File: config.mk
export PLATFORM = sky130hd
export DESIGN_NAME = awu_rsqrt
export DESIGN_NICKNAME = d
export VERILOG_FILES = /design/src/hdl/awu_pkg.sv /design/src/hdl/awu_rsqrt.sv
export SDC_FILE = /design/constraint.sdc
export NUM_CORES = 1
export LEC_CHECK = 0
export ABC_AREA = 1
export BUFFER_PORTS_ARGS = -buffer_cell sky130_fd_sc_hd__buf_2
export CAP_MARGIN = 10
export CORE_ASPECT_RATIO = 2
export CORE_UTILIZATION = 55
export DETAILED_ROUTE_END_ITERATION = 16
export PLACE_DENSITY = 0.75
export SLEW_MARGIN = 0
export SYNTH_ARGS = -nofsm -noshare
export SYNTH_HDL_FRONTEND = slang
export SYNTH_SLANG_ARGS = --single-unit
export TNS_END_PERCENT = 10
File: constraint.sdc
create_clock -name clk -period 10.73 [get_ports clk]
set_input_delay 1.073 -clock clk [delete_from_list [all_inputs] [get_ports clk]]
set_output_delay 1.073 -clock clk [all_outputs]
set_load 0.01 [all_outputs]
File: src/hdl/awu_pkg.sv
package awu_pkg;

    // Field and datapath widths
    localparam int DATA_W     = 32;
    localparam int IDX_W      = 12;
    localparam int FRAC_W     = 16;
    localparam int ACC_W      = 48;
    localparam int QUO_W      = ACC_W + 1;
    localparam int ROOT_W     = (QUO_W + 1) / 2;
    localparam int DIV_STEPS  = QUO_W;
    localparam int SQRT_STEPS = ROOT_W;
    localparam int CNT_W      = 6;
    localparam int PADDR_W    = 3;
    localparam int PDATA_W    = 32;

    // Saturation limits of a signed 32-bit word
    localparam logic [DATA_W-1:0] S32_MAX = 32'h7fff_ffff;
    localparam logic [DATA_W-1:0] S32_MIN = 32'h8000_0000;

    // Register reset values
    localparam logic [PDATA_W-1:0] LR_RESET     = 32'd13107;
    localparam logic [PDATA_W-1:0] LAMBDA_RESET = 32'd0;

    // Register select, taken from paddr[2]
    typedef enum logic
    {
        REG_LEARNING_RATE = 1'b0,
        REG_LAMBDA        = 1'b1
    } reg_sel_t;

    // Request to the shared divide / square root unit
    typedef struct packed
    {
        logic             start;
        logic [ACC_W-1:0] divisor;
    } ds_req_t;

    // Response from the shared divide / square root unit
    typedef struct packed
    {
        logic              done;
        logic [ROOT_W-1:0] root;
    } ds_rsp_t;

endpackage

File: src/hdl/awu_rsqrt.sv
module awu_rsqrt (
    input  logic             clk,
    input  logic             rst_n,
    input  awu_pkg::ds_req_t req,
    output awu_pkg::ds_rsp_t rsp
);

    typedef enum logic [3:0]
    {
        DS_IDLE = 4'b0001,
        DS_DIV  = 4'b0010,
        DS_SQRT = 4'b0100,
        DS_DONE = 4'b1000
    } ds_state_t;

    ds_state_t                        state_reg, state_next;
    logic [awu_pkg::CNT_W-1:0]        cnt_reg, cnt_next;
    logic [awu_pkg::ACC_W-1:0]        den_reg, den_next;
    logic [awu_pkg::QUO_W-1:0]        rem_reg, rem_next;
    logic [awu_pkg::QUO_W:0]          quo_reg, quo_next;
    logic [awu_pkg::ROOT_W-1:0]       root_reg, root_next;

    logic                             lead_bit;
    logic [awu_pkg::QUO_W-1:0]        trial_a;
    logic [awu_pkg::QUO_W-1:0]        trial_b;
    logic [awu_pkg::QUO_W:0]          diff;
    logic                             fits;
    logic [awu_pkg::QUO_W-1:0]        new_rem;

    // Shared compare-subtract: divisor in the divide phase, 4*root+1 in the root phase
    always_comb
    begin
        lead_bit = (cnt_reg == '0);
        if (state_reg == DS_DIV)
        begin
            trial_a = {rem_reg[awu_pkg::ACC_W-1:0], lead_bit};
            trial_b = {1'b0, den_reg};
        end
        else
        begin
            trial_a = {rem_reg[awu_pkg::QUO_W-3:0],
                       quo_reg[awu_pkg::QUO_W:awu_pkg::QUO_W-1]};
            trial_b = awu_pkg::QUO_W'({root_reg, 2'b01});
        end
        diff    = {1'b0, trial_a} - {1'b0, trial_b};
        fits    = !diff[awu_pkg::QUO_W];
        new_rem = fits ? diff[awu_pkg::QUO_W-1:0] : trial_a;
    end

    // Sequence: 2^48 / divisor one quotient bit a cycle, then square root one digit a cycle
    always_comb
    begin
        state_next = state_reg;
        cnt_next   = cnt_reg;
        den_next   = den_reg;
        rem_next   = rem_reg;
        quo_next   = quo_reg;
        root_next  = root_reg;
        case (state_reg)
            DS_IDLE:
            begin
                if (req.start)
                begin
                    den_next   = req.divisor;
                    rem_next   = '0;
                    quo_next   = '0;
                    cnt_next   = '0;
                    state_next = DS_DIV;
                end
            end
            DS_DIV:
            begin
                quo_next = {quo_reg[awu_pkg::QUO_W-1:0], fits};
                rem_next = new_rem;
                if (cnt_reg == awu_pkg::CNT_W'(awu_pkg::DIV_STEPS - 1))
                begin
                    rem_next   = '0;
                    root_next  = '0;
                    cnt_next   = '0;
                    state_next = DS_SQRT;
                end
                else
                begin
                    cnt_next = cnt_reg + 1'b1;
                end
            end
            DS_SQRT:
            begin
                quo_next  = {quo_reg[awu_pkg::QUO_W-2:0], 2'b00};
                rem_next  = new_rem;
                root_next = {root_reg[awu_pkg::ROOT_W-2:0], fits};
                if (cnt_reg == awu_pkg::CNT_W'(awu_pkg::SQRT_STEPS - 1))
                begin
                    state_next = DS_DONE;
                end
                else
                begin
                    cnt_next = cnt_reg + 1'b1;
                end
            end
            DS_DONE:
            begin
                state_next = DS_IDLE;
            end
            default:
            begin
                state_next = DS_IDLE;
            end
        endcase
    end

    // Control registers
    always_ff @(posedge clk or negedge rst_n)
    begin
        if (!rst_n)
        begin
            state_reg <= DS_IDLE;
            cnt_reg   <= '0;
        end
        else
        begin
            state_reg <= state_next;
            cnt_reg   <= cnt_next;
        end
    end

    // Datapath registers
    always_ff @(posedge clk)
    begin
        den_reg  <= den_next;
        rem_reg  <= rem_next;
        quo_reg  <= quo_next;
        root_reg <= root_next;
    end

    assign rsp.done = (state_reg == DS_DONE);
    assign rsp.root = root_reg;

endmodule

==> results by group <==
Critical path
  – Worst reg2reg startpoint: state_reg[2]
  – Max incr delay on CP: 0.64 ns
  – Required @ worst endpoint: 10.91 ns
  – Worst reg2reg setup slack: 4.72 ns
  – Worst path slowest cell: nor2_4
  – Crit path from: state_reg[2]
  – Max FO, Critical Path: 91
  – Arr. time, crit path: 6.20 ns
  – Crit. End Element: flip-flop
  – Startpoint types: flip-flop
  – R2R Path End: rem_reg[14]
  – Reg2reg path depth: 17
  – Kind of critical path: flip-flop to flip-flop
  – Cell breakdown of the critical path: nor2_4 -> nand2_8 -> inv_2 -> buf_4 -> o21ai_0 -> ha_1 -> a21oi_1 -> inv_1 -> nor2_1 -> o21ai_0 -> a21oi_1 -> nor2_1 -> nor3_2 -> nand2_2 -> buf_4 -> o21ai_0 -> a21oi_1

Yosys
  – Syn_nets: 1725
  – Yosys reg bits: 181
  – Synth cell types: 47
  – Register area share after synthesis: 43.7%
  – Cells after Synth: 1625
  – Mapped Area: 12300 um^2
  – Mean Syn Cell Area: 7.58 um^2
  – Synth Warn #: 0

Timing
  – Slew headroom: 31.0%
  – Worst-Margin Slew: 1.04 ns
  – Final period util: 56.0%
  – Hold Vio Cnt, Final: 0
  – TNS Setup: 0 ns
  – Unrepaired setup endpoints after global routing: false
  – Crit path time final: 6.01 ns
  – Fmax: 0.166 GHz
  – Final setup violation count: 0
  – Final count of pins violating max slew: 0
  – Skew final: 0.0140 ns

Route
  – Via count: 11000
  – Post-Route WL: 36200 um
  – Initial DRT Pass Iterations: 5
  – WL/cell: 18.4 um
  – Initial DRC count: 806
  – Post-route DRC violation count: 0
  – Post-route ant nets: 0
  – Via density: 5.58

Clocking
  – Worst-path clk slew: 0.07 ns
  – CTS tree: done
  – Clock buffer depth: 2
  – Num CTS Buffers: 17
  – Root buffer cell: clkbuf_16
  – Post-CTS sizing: 0
  – Clock latency on the worst-skew pair: 0.47 ns
  – Clock tree sinks: 181
  – Post-CTS Hold Fix Bufs: 0
  – Setup bufs post-CTS: 0
  – CTS H-tree depth: 4

Floorplanning
  – Die Y: 214 um
  – Row cnt: 77
  – Die Span X: 108 um
  – Starting density of the core: 55.9%
  – Die area: 23000 um^2
  – Core area: 22100 um^2
  – # IOs: 77

Global route
  – Total gr overflow: 0
  – Vias in the first global route: 11000
  – First-pass GRT wire length: 55600 um
  – Largest net degree at the start of global routing: 92
  – M2 GR Usage: 61.2%
  – Number of antenna violations at the first check in global routing: 0
  – Grt met1 use: 31.0%
  – Most used routing layer: met2
  – M3 GR Usage: 5.05%
  – Overall routing resource usage: 32.9%

Cells and area
  – Fill count: 2018
  – Reg area: 5390 um^2
  – Share of cells above drive strength 1: 8.59%
  – Final instance area: 13400 um^2
  – Max reg flops: 50
  – Area of the multi-input gates: 5710 um^2
  – # diodes: 0
  – Nets: 1776
  – Syn-to-layout area delta: 8.96%

Min path
  – Worst Hold Class: input port to async pin

Outcome
  – Outcome: finished clean

Placement
  – Number of buffers added on ports: 76
  – GP Congestion: 1.00
  – HPWL after detailed placement: 28100 um
  – Placed Area: 12900 um^2

Job
  – Max-Cap Viols: 0
## critical path, delay by kind of cell (launching register included)
family / cells / cell delay, ns
AOI/OAI and AO/OA: 6 / 1.20
adders and majority gates: 1 / 0.39
buffers and inverters: 4 / 1.17
DFF: 1 / 0.45
and+or+nand+nor: 6 / 2.40
## cell type report
class,instances,share of cell area [%]
Multi-Input combinational cell,1128,42.5
Clock buffer,18,3.20
Sequential cell,181,40.1
Clock inverter,13,0.922
Inverter,264,7.39
Tap cell,276,2.57
Timing Repair Buffer,84,3.28
## logic make-up (layout without fill, tap and decap cells)
family                     count (synthesis)  in the layout  share of synthesized area (%)
and+or+nand+nor                          767            767                           26.3
buffers and inverters                    316            379                           10.2
AOI/OAI and AO/OA                        278            278                           12.4
DFF                                      181            181                           43.7
adders and majority gates                 49             49                           5.04
xor gates and xnor gates                  25             25                           1.78
muxes                                      9              9                          0.731
## cell usage in the layout, fill, tap and decap left out, types with 2 or more instances in the layout
cell,instances
a21o_1,6
a21oi_1,95
a221oi_1,4
a31oi_1,6
buf_2,76
buf_4,8
clkbuf_16,17
clkinv_2,5
clkinv_4,3
dfrtp_1,9
edfxtp_1,171
ha_1,48
inv_1,260
inv_2,3
inv_6,2
inv_8,2
mux2i_1,9
nand2_1,464
nand2_2,4
nand2_4,2
nand3_1,82
nand3_2,2
nand3b_1,19
nand4_1,16
nor2_1,142
nor2_2,4
nor2_4,4
nor3_1,13
nor3b_1,3
nor4_1,4
o21a_1,4
o21ai_0,77
o21ai_1,31
o21ai_2,3
o21bai_1,2
o22ai_1,47
or2_2,2
xnor2_1,17
xor2_1,8
## through the flow
stage          setup slack, ns  util [%]  instances  hold WS, ns
2_1_floorplan             6.19         -       1625        0.526
3_3_place_gp              4.85      58.4       1933        0.543
3_5_place_dp              4.77      58.4       1933        0.552
4_1_cts                   4.74      60.9       1964        0.463
5_1_grt                   4.20      60.9       1964        0.476
6_report                  4.72      60.9       1964        0.474
## per-layer routing
layer	wire length (um)	vias to the layer above	part of all wire, %
met3	1150	134	3.2
li1	-	5456	-
met1	12600	5060	35
met4	3060	0	8.4
met2	19400	306	54
met5	0	-	0
## synthesized netlist by cell type (all sizes together)
library cell  count  area share [%]
nand3b           20             1.2
o21ai           111             4.6
o21a              4            0.24
and3              1           0.051
fa                1            0.16
dfrtp             9             1.8
and2              1           0.051
dfstp             1            0.21
nand4            16            0.81
o311ai            1           0.071
o21bai            2            0.12
a21o              6            0.37
nor3b             3            0.18
a31oi             6            0.30
nor2            150             4.8
inv             264             8.0
a22oi             1           0.061
a221oi            4            0.28
o22ai            47             2.4
ha               48             4.9
a21oi            95             3.9
buf              32             1.5
nor3             14            0.61
mux2i             9            0.73
xnor2            17             1.2
nand3            84             3.5
nor4              5            0.30
a21boi            1           0.091
or2               2            0.10
nand2           471              15
clkbuf           20            0.61
edfxtp          171              42
xor2              8            0.57
## worst max path at each step
stage                  end
5_1_grt         rem_reg[1]
6_report       rem_reg[14]
3_5_place_dp   rem_reg[14]
2_1_floorplan   cnt_reg[4]
4_1_cts        rem_reg[14]
3_3_place_gp    rem_reg[3]
Power is not shown: default switching activity piles up to over one toggle a cycle in this logic, so the estimate is an artifact.
