$ cat src/hdl/awu_ram.sv
module awu_ram #(
    parameter  int WIDTH = 8,
    parameter  int DEPTH = 16,
    localparam int AW    = (DEPTH > 1) ? $clog2(DEPTH) : 1
) (
    input  logic             clk,
    input  logic             we,
    input  logic [AW-1:0]    waddr,
    input  logic [WIDTH-1:0] wdata,
    input  logic             re,
    input  logic [AW-1:0]    raddr,
    output logic [WIDTH-1:0] rdata
);

    logic [WIDTH-1:0] mem [DEPTH];

    // Write port, and read port with registered data
    always_ff @(posedge clk)
    begin
        if (we)
        begin
            mem[waddr] <= wdata;
        end
        if (re)
        begin
            rdata <= mem[raddr];
        end
    end

endmodule

$ cat config.mk
export PLATFORM = sky130hd
export DESIGN_NAME = awu_ram
export DESIGN_NICKNAME = d
export VERILOG_FILES = /design/src/hdl/awu_ram.sv
export SDC_FILE = /design/constraint.sdc
export NUM_CORES = 1
export LEC_CHECK = 0
export CAP_MARGIN = 20
export CORE_ASPECT_RATIO = 1.2
export CORE_MARGIN = 1
export CORE_UTILIZATION = 30
export CTS_CLUSTER_SIZE = 12
export DETAILED_ROUTE_END_ITERATION = 10
export DONT_BUFFER_PORTS = 1
export PLACE_DENSITY = 0.53
export SLEW_MARGIN = 20
export SYNTH_ARGS = -nofsm -noshare
export SYNTH_HDL_FRONTEND = slang
export SYNTH_SLANG_ARGS = --single-unit
$ cat constraint.sdc
create_clock -name clk -period 2.32 [get_ports clk]
set_input_delay 0.348 -clock clk [delete_from_list [all_inputs] [get_ports clk]]
set_output_delay 0.348 -clock clk [all_outputs]
set_load 0.005 [all_outputs]
==> qor.txt, run 1 <==
Outcome - finished clean
I/O pin count - 27
Post-CTS setup buffers - 0
Avg Synthesized Cell Area - 22.8 µm²
Synth Cell Area - 5230 µm²
Largest net degree at the start of global routing - 33
CTS buffer count - 17
Power Internal - 0.00417 W
# rows - 52
Cell variety after synth - 18
Period utilisation layout - 0.661
YS warnings - 0
Placed cell count - 452
Part of the power in combinational logic - 0.030
Port buffer count - 0
Crit Path Class - reg2reg
Tmin final - 1.53 ns
Vias in the first global route - 2475
Hold Path Class - in2reg
GR met2 Demand/Resource - 0.191
Clock Pin Slew Worst Setup and Hold Paths - 0.05 ns
Slew at the pin with the worst max-slew slack - 0.657 ns
Remaining DRCs - 0
Peak VDD IR - 0.000452 V
Share of cells above drive strength 1 - 0.211
Slew Limit Fails - 0
Worst Hold Depth - 0
Root buf cell - clkbuf_16
CP Max Fanout - 1
Clock tree buffer depth - 2
Post-route ant nets - 0
H-tree depth - 4
Drt wl/cell - 21.1 µm
Switching Share - 0.191
Hold Fails Final Rpt - 0
Clock network fraction of total power - 0.429
Hold path start - wdata[7]
GR Overflow Total - 0
Placer Congestion - 0.660
Die Y - 147 µm
Antenna cell count - 0
Iteration-0 DRC Markers - 137
DP Wirelength - 6.33 mm
Power per cell area - 857 nW/µm²
Syn-to-layout area delta - 15.0%
FF+latch count, synth - 136
Largest stage delay, worst path - 0.51 ns
Crit. End Element - flop
FMAX - 0.652 GHz
Gate Count Post-Synth - 229
Met1 Usage GRT - 0.149
Setup TNS - 0 ns
Nets@finish - 274
CTS-repair resized insts - 0
Vias - 2289
Sink Count - 136
Worst rel slew slack - 0.560
Pleak - 1.93 nW
Share of total power in sequential cells - 0.542
Hold Buf Count CTS - 0
RSZ-0062 raised after global routing - false
DIE WIDTH - 123 µm
Register area share after synthesis - 0.781
Non-filler cells, final - 481
Buf+Inv Stages, Crit Path - 0
CP cell instances - mux4_1 -> a22oi_1 -> nand2_1
Hold Path Sink - mem[9][7]
CP delay by family, top - multiplexers
Gr busiest metal - met2
Aggregate routed wire length - 10.1 mm
CTS tree - done
R2r setup slk - 0.79 ns
M3 GR Usage - 0.0469
Worst setup SP type - flop
GRT Overall Usage - 0.124
Most common cell after layout, fill and taps aside - edfxtp_1
Initial Util - 0.308
Worst clock skew - 0.00558 ns
# Max-Cap Violations - 0
Most frequent cells in the layout - 136 x edfxtp_1, 18 x mux4_2, 17 x clkbuf_16, 17 x buf_4, 16 x a22oi_1
WP data arrival - 1.69 ns
Worst R2R Path Depth - 3
Core area - 17000 µm²
Antenna violations before repair - 0
NetSw - 0.000982 W
Worst skew pair latency - 0.41 ns
Synth Net Count - 248
First-pass GRT wire length - 15.1 mm
RR Startpoint - mem[1][5]
Crit Reg-Reg Endpoint - rdata[5]
Initial DRT Pass Iterations - 4
Setup violators final - 0
Required @ worst endpoint - 2.48 ns
Worst path slowest cell - mux4_1
Die area - 18000 µm²
Post-DR vias/cell - 4.76
==> routing by layer <==
| metal | share of wire | wire, µm |
|---|---|---|
| met1 | 0.42 | 4210 |
| met2 | 0.49 | 4930 |
| met3 | 0.074 | 752 |
| met4 | 0.023 | 232 |
| met5 | 0 | 0 |
==> flip-flops by register name, summed over array words and instances (netlist names) <==
| signal | count |
|---|---|
| mem | 128 |
| rdata | 8 |
==> final cells by class <==
cell class / count / area [µm²]
multi-input cells: 83 / 1060
flip-flops and latches: 136 / 4080
repair buffers: 17 / 128
clock inverters: 9 / 37.5
clock buffers: 20 / 437
fillers: 1548 / 11000
well taps: 216 / 270
==> metrics by stage <==
| step | worst slack, ns | area, µm² | hold WS (ns) | total power, W | utilization |
|---|---|---|---|---|---|
| after detailed placement | 0.737 | 5540 | 0.448 | 0.00299 | 0.326 |
| after floorplan | 0.479 | 5230 | 0.447 | 0.00297 | - |
| after CTS | 0.775 | 6010 | 0.00988 | 0.00519 | 0.354 |
| final | 0.786 | 6010 | 0.0253 | 0.00515 | 0.354 |
| after global placement | 0.740 | 5540 | 0.448 | 0.00299 | 0.326 |
| after global routing | 0.709 | 6010 | 0.0103 | 0.00528 | 0.354 |
==> cell families (layout without fill, tap and decap cells) <==
logic type | Yosys count | in the layout | share of synthesized area
mux | 32 | 32 | 0.148
buf+inv | 10 | 46 | 0.0165
simple gates | 35 | 35 | 0.0314
flops | 136 | 136 | 0.781
compound gates | 16 | 16 | 0.0230
==> power by group through the flow <==
stage / Clock [W] / Sequential (W) / Combinational (W)
after CTS: 0.00224 / 0.00279 / 0.000155
after global routing: 0.00232 / 0.00279 / 0.000166
after global placement: 0 / 0.00284 / 0.000154
final: 0.00221 / 0.00279 / 0.000152
after floorplan: 0 / 0.00283 / 0.000140
after detailed placement: 0 / 0.00284 / 0.000154
==> Yosys cell counts <==
master | count | area share
edfxtp_1 | 136 | 0.78
mux4_2 | 18 | 0.078
a22oi_1 | 16 | 0.023
mux4_1 | 14 | 0.070
nor2_1 | 13 | 0.0093
nand2_1 | 9 | 0.0065
nor3_1 | 4 | 0.0038
buf_2 | 3 | 0.0029
buf_6 | 3 | 0.0065
clkdlybuf4s25_2 | 3 | 0.0057
nand2b_1 | 2 | 0.0024
nand3b_1 | 2 | 0.0029
and2_1 | 1 | 0.0012
and2b_1 | 1 | 0.0014
buf_4 | 1 | 0.0014
nand3_1 | 1 | 0.00096
nor2b_1 | 1 | 0.0012
or3b_2 | 1 | 0.0017
==> how the worst max path moves through the flow <==
stage | start | end | slack [ns] | depth (start not counted)
4_1_cts | mem[0][5] | rdata[5] | 0.77 | 3
3_3_place_gp | raddr[0] | rdata[5] | 0.74 | 3
3_5_place_dp | raddr[0] | rdata[5] | 0.74 | 3
2_1_floorplan | waddr[2] | mem[0][0] | 0.48 | 2
5_1_grt | mem[1][5] | rdata[5] | 0.71 | 3
6_report | mem[1][5] | rdata[5] | 0.79 | 3
==> worst reg2reg max path, delay by kind of cell, from the launching register on <==
kind / cells / cell delay [ns]
flip-flops: 1 / 0.35
AND/OR/NAND/NOR: 1 / 0.10
multiplexers: 1 / 0.51
AO/OA/AOI/OAI: 1 / 0.33
(Power assumes the default switching activity.)
==> run 2, diff against run 1 <==
ABC_AREA = 1   (was unset)
clock period = 1.5 ns   (was 2.32 ns; I/O delays follow)
==> qor.txt, run 2 <==
Register area share after synthesis - 0.698
Hold Fails Final Rpt - 0
Avg Synthesized Cell Area - 10.6 µm²
Outcome - finished clean
Port buffer count - 0
Most frequent cells in the layout - 173 x nand2_1, 136 x edfxtp_1, 100 x inv_1
H-tree depth - 4
Crit. End Element - flop
Hold Buf Count CTS - 9
Asr flop ratio synth - 0
Most common cell after layout, fill and taps aside - nand2_1
Crit Path Class - reg2reg
Cell with the most instances after synthesis - nand2_1
Sink Count - 136
Syn-to-layout area delta - 17.4%
Initial DRT Pass Iterations - 5
Post-route ant nets - 0
Slew Limit Fails - 0
Area of the multi-input gates - 1210 µm²
WP data arrival - 1.33 ns
RSZ-0062 raised after global routing - false
CTS-repair resized insts - 0
Vias - 3641
FMAX - 0.856 GHz
Max reg flops - 128
I/O pin count - 27
CP delay by family, top - simple AND/OR/NAND/NOR gates
Post-synth top area share - 0.698
CP cell instances - inv_1 -> nand2_1 -> nand3_1 -> nand3_1 -> nand3_1 -> nand2_1
Setup TNS - 0 ns
Synth Flop Type - edfxtp_1
Worst setup SP type - flop
Design area - 6870 µm²
Cell Area, Placed - 6200 µm²
Nets@finish - 597
Root buf cell - clkbuf_16
Core area - 19000 µm²
Util after Layout - 0.361
Post-synth EDFFs - 136
Most flops, register - mem
Share of cells above drive strength 1 - 0.0948
Cell variety after synth - 11
Post-DR vias/cell - 4.30
Crit path top cell by count - nand3_1
Setup violators final - 0
Worst rel slew slack - 0.482
DIE WIDTH - 129 µm
Non-filler cells, final - 847
Placed cell count - 806
DP Wirelength - 8.62 mm
Pleak - 2.88 nW
Required @ worst endpoint - 1.66 ns
Worst path slowest cell - edfxtp_1
Power per cell area - 1280 nW/µm²
Peak VDD IR - 0.000756 V
# Max-Cap Violations - 0
Antenna cell count - 0
Die Y - 155 µm
Placer Congestion - 0.826
First-pass GRT wire length - 20.5 mm
Die area - 20100 µm²
Iteration-0 DRC Markers - 367
Initial Util - 0.308
GR Overflow Total - 0
Clock tree buffer depth - 2
Tmin final - 1.17 ns
FF+latch count, synth - 136
Gate Count Post-Synth - 551
Aggregate routed wire length - 13.1 mm
Worst clock skew - 0.00808 ns
Synth Cell Area - 5850 µm²
CTS buffer count - 17
Largest stage delay, worst path - 0.35 ns
# rows - 55
Yosys top cell by area - edfxtp_1
Synth area leaders - edfxtp_1 70%, nand2_1 11%, nand3_1 8.3%
Drt wl/cell - 15.5 µm
Antenna violations before repair - 0
YS warnings - 0
Worst skew pair latency - 0.42 ns
Clock Pin Slew Worst Setup and Hold Paths - 0.06 ns
Hold Path Class - in2reg
Slew at the pin with the worst max-slew slack - 0.774 ns
Fill cells - 1871
Period utilisation layout - 0.779
GRT Overall Usage - 0.143
Remaining DRCs - 0
Vias in the first global route - 3570
Synth top cells by count - 173 x nand2_1, 136 x edfxtp_1, 100 x inv_1
CTS tree - done
Post-CTS setup buffers - 0
Synth Net Count - 570
Register area - 4080 µm²
Buf+Inv Stages, Crit Path - 1
Largest registers - mem (128), rdata (8)
Largest net degree at the start of global routing - 66
CP Max Fanout - 1
-- run 2: cell types whose count changed after synthesis, moves of 3 or more --
cell / change
nand2_1: +164
inv_1: +100
nand3_1: +96
mux4_2: -18
a22oi_1: -16
mux4_1: -14
buf_2: +10
nor2_1: +4
nor3_1: -4
buf_4: +3
buf_6: +3
clkdlybuf4s25_2: -3
-- run 2: cell families after synthesis --
family / count (synthesis) / share of synthesized area
AND/OR/NAND/NOR: 289 / 0.208
flip-flops: 136 / 0.698
buffers and inverters: 126 / 0.0939
-- run 2: area by class of cell --
class                           instances  share of cell area
Clock buffer                           17              0.0620
Clock inverter                         15              0.0221
Inverter                              102              0.0558
Multi-Input combinational cell        289               0.177
Sequential cell                       136               0.595
Tap cell                              256              0.0467
Timing Repair Buffer                   32              0.0419
-- run 2: stage by stage --
step	worst slack (ns)	total power, W	hold WS (ns)
2_1_floorplan	0.324	0.00468	0.324
3_3_place_gp	0.225	0.00474	0.326
3_5_place_dp	0.183	0.00475	0.325
4_1_cts	0.323	0.00885	0.0219
5_1_grt	0.267	0.00905	0.0274
6_report	0.332	0.00877	0.0446
-- run 2: worst paths after layout --
check,to,from,slack [ns],depth (start not counted)
max,rdata[2],mem[15][2],0.33,6
min reg2reg,rdata[3],mem[11][3],0.77,6
max reg2reg,rdata[2],mem[15][2],0.33,6
min,rdata[3],raddr[3],0.04,2
-- run 2: power breakdown --
group / internal (W) / switching [W] / total (W)
Clock: 0.00245 / 0.00158 / 0.00402
Combinational: 0.000144 / 0.000294 / 0.000438
Sequential: 0.00428 / 0.0000254 / 0.00431
Total: 0.00687 / 0.00190 / 0.00877
-- run 2: metal layers --
metal	up-vias	share of wire	GRT usage
met5	-	0	0
met1	1694	0.43	0.173
met4	0	0.017	0.0548
met2	89	0.51	0.242
li1	1836	-	-
met3	22	0.046	0.0365
==> run 3, diff against run 2 <==
ABC_AREA = 0   (was 1)
PLACE_DENSITY = 0.54   (was 0.53)
clock period = 1 ns   (was 1.5 ns; I/O delays follow)
==> qor.txt, run 3 (synthesis results as in run 1) <==
Post-route ant nets - 0
Slew at the pin with the worst max-slew slack - 0.854 ns
First-pass GRT wire length - 15.7 mm
Iteration-0 DRC Markers - 147
CTS tree - done
Nets@finish - 292
Sink Count - 136
CP cell instances - mux4_2 -> a22oi_2 -> buf_4 -> nand2_4
Peak VDD IR - 0.00115 V
Antenna violations before repair - 0
WP data arrival - 1.60 ns
Post-CTS setup buffers - 0
Crit Reg-Reg Endpoint - rdata[6]
Worst setup SP type - flop
R2r setup slk - -0.44 ns
Power per cell area - 2050 nW/µm²
Clock tree buffer depth - 2
GRT Overall Usage - 0.127
Largest stage delay, worst path - 0.48 ns
Setup violators final - 10
Hold Fails Final Rpt - 0
Most flops, register - mem
Hold path start - waddr[1]
Worst path slowest cell - mux4_2
Crit. End Element - flop
Antenna cell count - 0
RR Startpoint - mem[11][6]
Largest registers - mem (128), rdata (8)
Hold Path Class - in2reg
Remaining DRCs - 0
Share of cells above drive strength 1 - 0.399
I/O pin count - 27
Initial Util - 0.308
Vias in the first global route - 2642
Area of the multi-input gates - 1200 µm²
Crit. path cell count - 4
Drt wl/cell - 20.5 µm
Fin worst setup slack - -0.442 ns
Fill cells - 1498
GR Overflow Total - 0
Cell Area, Placed - 5910 µm²
Worst R2R Path Depth - 4
Core area - 17000 µm²
Placer Congestion - 0.667
Die Y - 147 µm
Total power - 0.0137 W
Pleak - 2.10 nW
Tmin final - 1.44 ns
Port buffer count - 0
CP Max Fanout - 1
# Max-Cap Violations - 0
DIE WIDTH - 123 µm
CTS buffer count - 17
Period utilisation layout - 1.44
Aggregate routed wire length - 10.3 mm
Buf+Inv Stages, Crit Path - 1
Worst clock skew - 0.00629 ns
Clock Pin Slew Worst Setup and Hold Paths - 0.06 ns
Required @ worst endpoint - 1.16 ns
Worst rel slew slack - 0.430
Slew Limit Fails - 0
Die area - 18000 µm²
Register area - 4080 µm²
Largest net degree at the start of global routing - 33
Outcome - finished with violations
Post-DR vias/cell - 4.81
Crit Path Class - reg2reg
RSZ-0062 raised after global routing - true
Most common cell after layout, fill and taps aside - edfxtp_1
Max reg flops - 128
Most frequent cells in the layout - 136 x edfxtp_1, 31 x mux4_2, 17 x clkbuf_16, 17 x buf_12, 12 x nor2_4
# rows - 52
Initial DRT Pass Iterations - 4
Setup WS pre-CTS - -0.524 ns
Failing checks - negative setup slack
Hold Path Sink - mem[12][4]
Util after Layout - 0.394
Vias - 2416
Root buf cell - clkbuf_16
Worst skew pair latency - 0.41 ns
H-tree depth - 4
WHS - 0.0674 ns
DP Wirelength - 6.56 mm
CP delay by family, top - multiplexers
Worst Hold Depth - 2
Syn-to-layout area delta - 27.9%
Design area - 6680 µm²
FMAX - 0.693 GHz
-- run 3: worst max-delay path by stage --
stage,from,slack (ns),endpoint
finish,mem[11][6],-0.44,rdata[6]
global route,mem[11][2],-0.49,rdata[2]
global placement,mem[3][1],-0.52,rdata[1]
floorplan,raddr[0],-0.35,rdata[1]
detailed placement,mem[3][1],-0.52,rdata[1]
CTS,mem[13][6],-0.48,rdata[6]
-- run 3: final cells by class --
type,count,area share
Sequential cell,136,0.611
Multi-Input combinational cell,83,0.179
Timing Repair Buffer,35,0.0745
Clock buffer,19,0.0648
Tap cell,216,0.0404
Clock inverter,13,0.0303
-- run 3: report_power, final --
group	total (W)	internal (W)	leakage [nW]	switching (W)
clock network	0.00663	0.00441	0.307	0.00222
registers	0.00647	0.00643	1.24	0.0000408
logic	0.000586	0.000299	0.559	0.000287
-- run 3: per-stage QoR --
step | setup TNS [ns] | cells
floorplan | -15.02 | 229
global placement | -14.37 | 461
finish | -3.23 | 502
detailed placement | -14.29 | 461
CTS | -3.62 | 502
global route | -3.75 | 502
-- run 3: per-layer routing --
layer	global-route usage	up-vias	wire length, µm
met5	0	-	0
li1	-	1060	-
met1	0.150	1290	4340
met4	0.0518	0	156
met2	0.215	52	5490
met3	0.0340	14	322
-- run 3: repair_timing --
item                       in CTS  in global routing
gates resized for setup         5                  5
pin swaps                       1                  3
hold endpoints to repair      136                  0
hold buffers                    9                  0
setup endpoints to repair      11                 11
-- run 3: worst register-to-register path: cells and delay by family, from the launching register on --
family / cells / cell delay, ns
flip-flops: 1 / 0.35
buffers and inverters: 1 / 0.15
AND/OR/NAND/NOR: 1 / 0.05
multiplexers: 1 / 0.48
AO/OA/AOI/OAI: 1 / 0.17
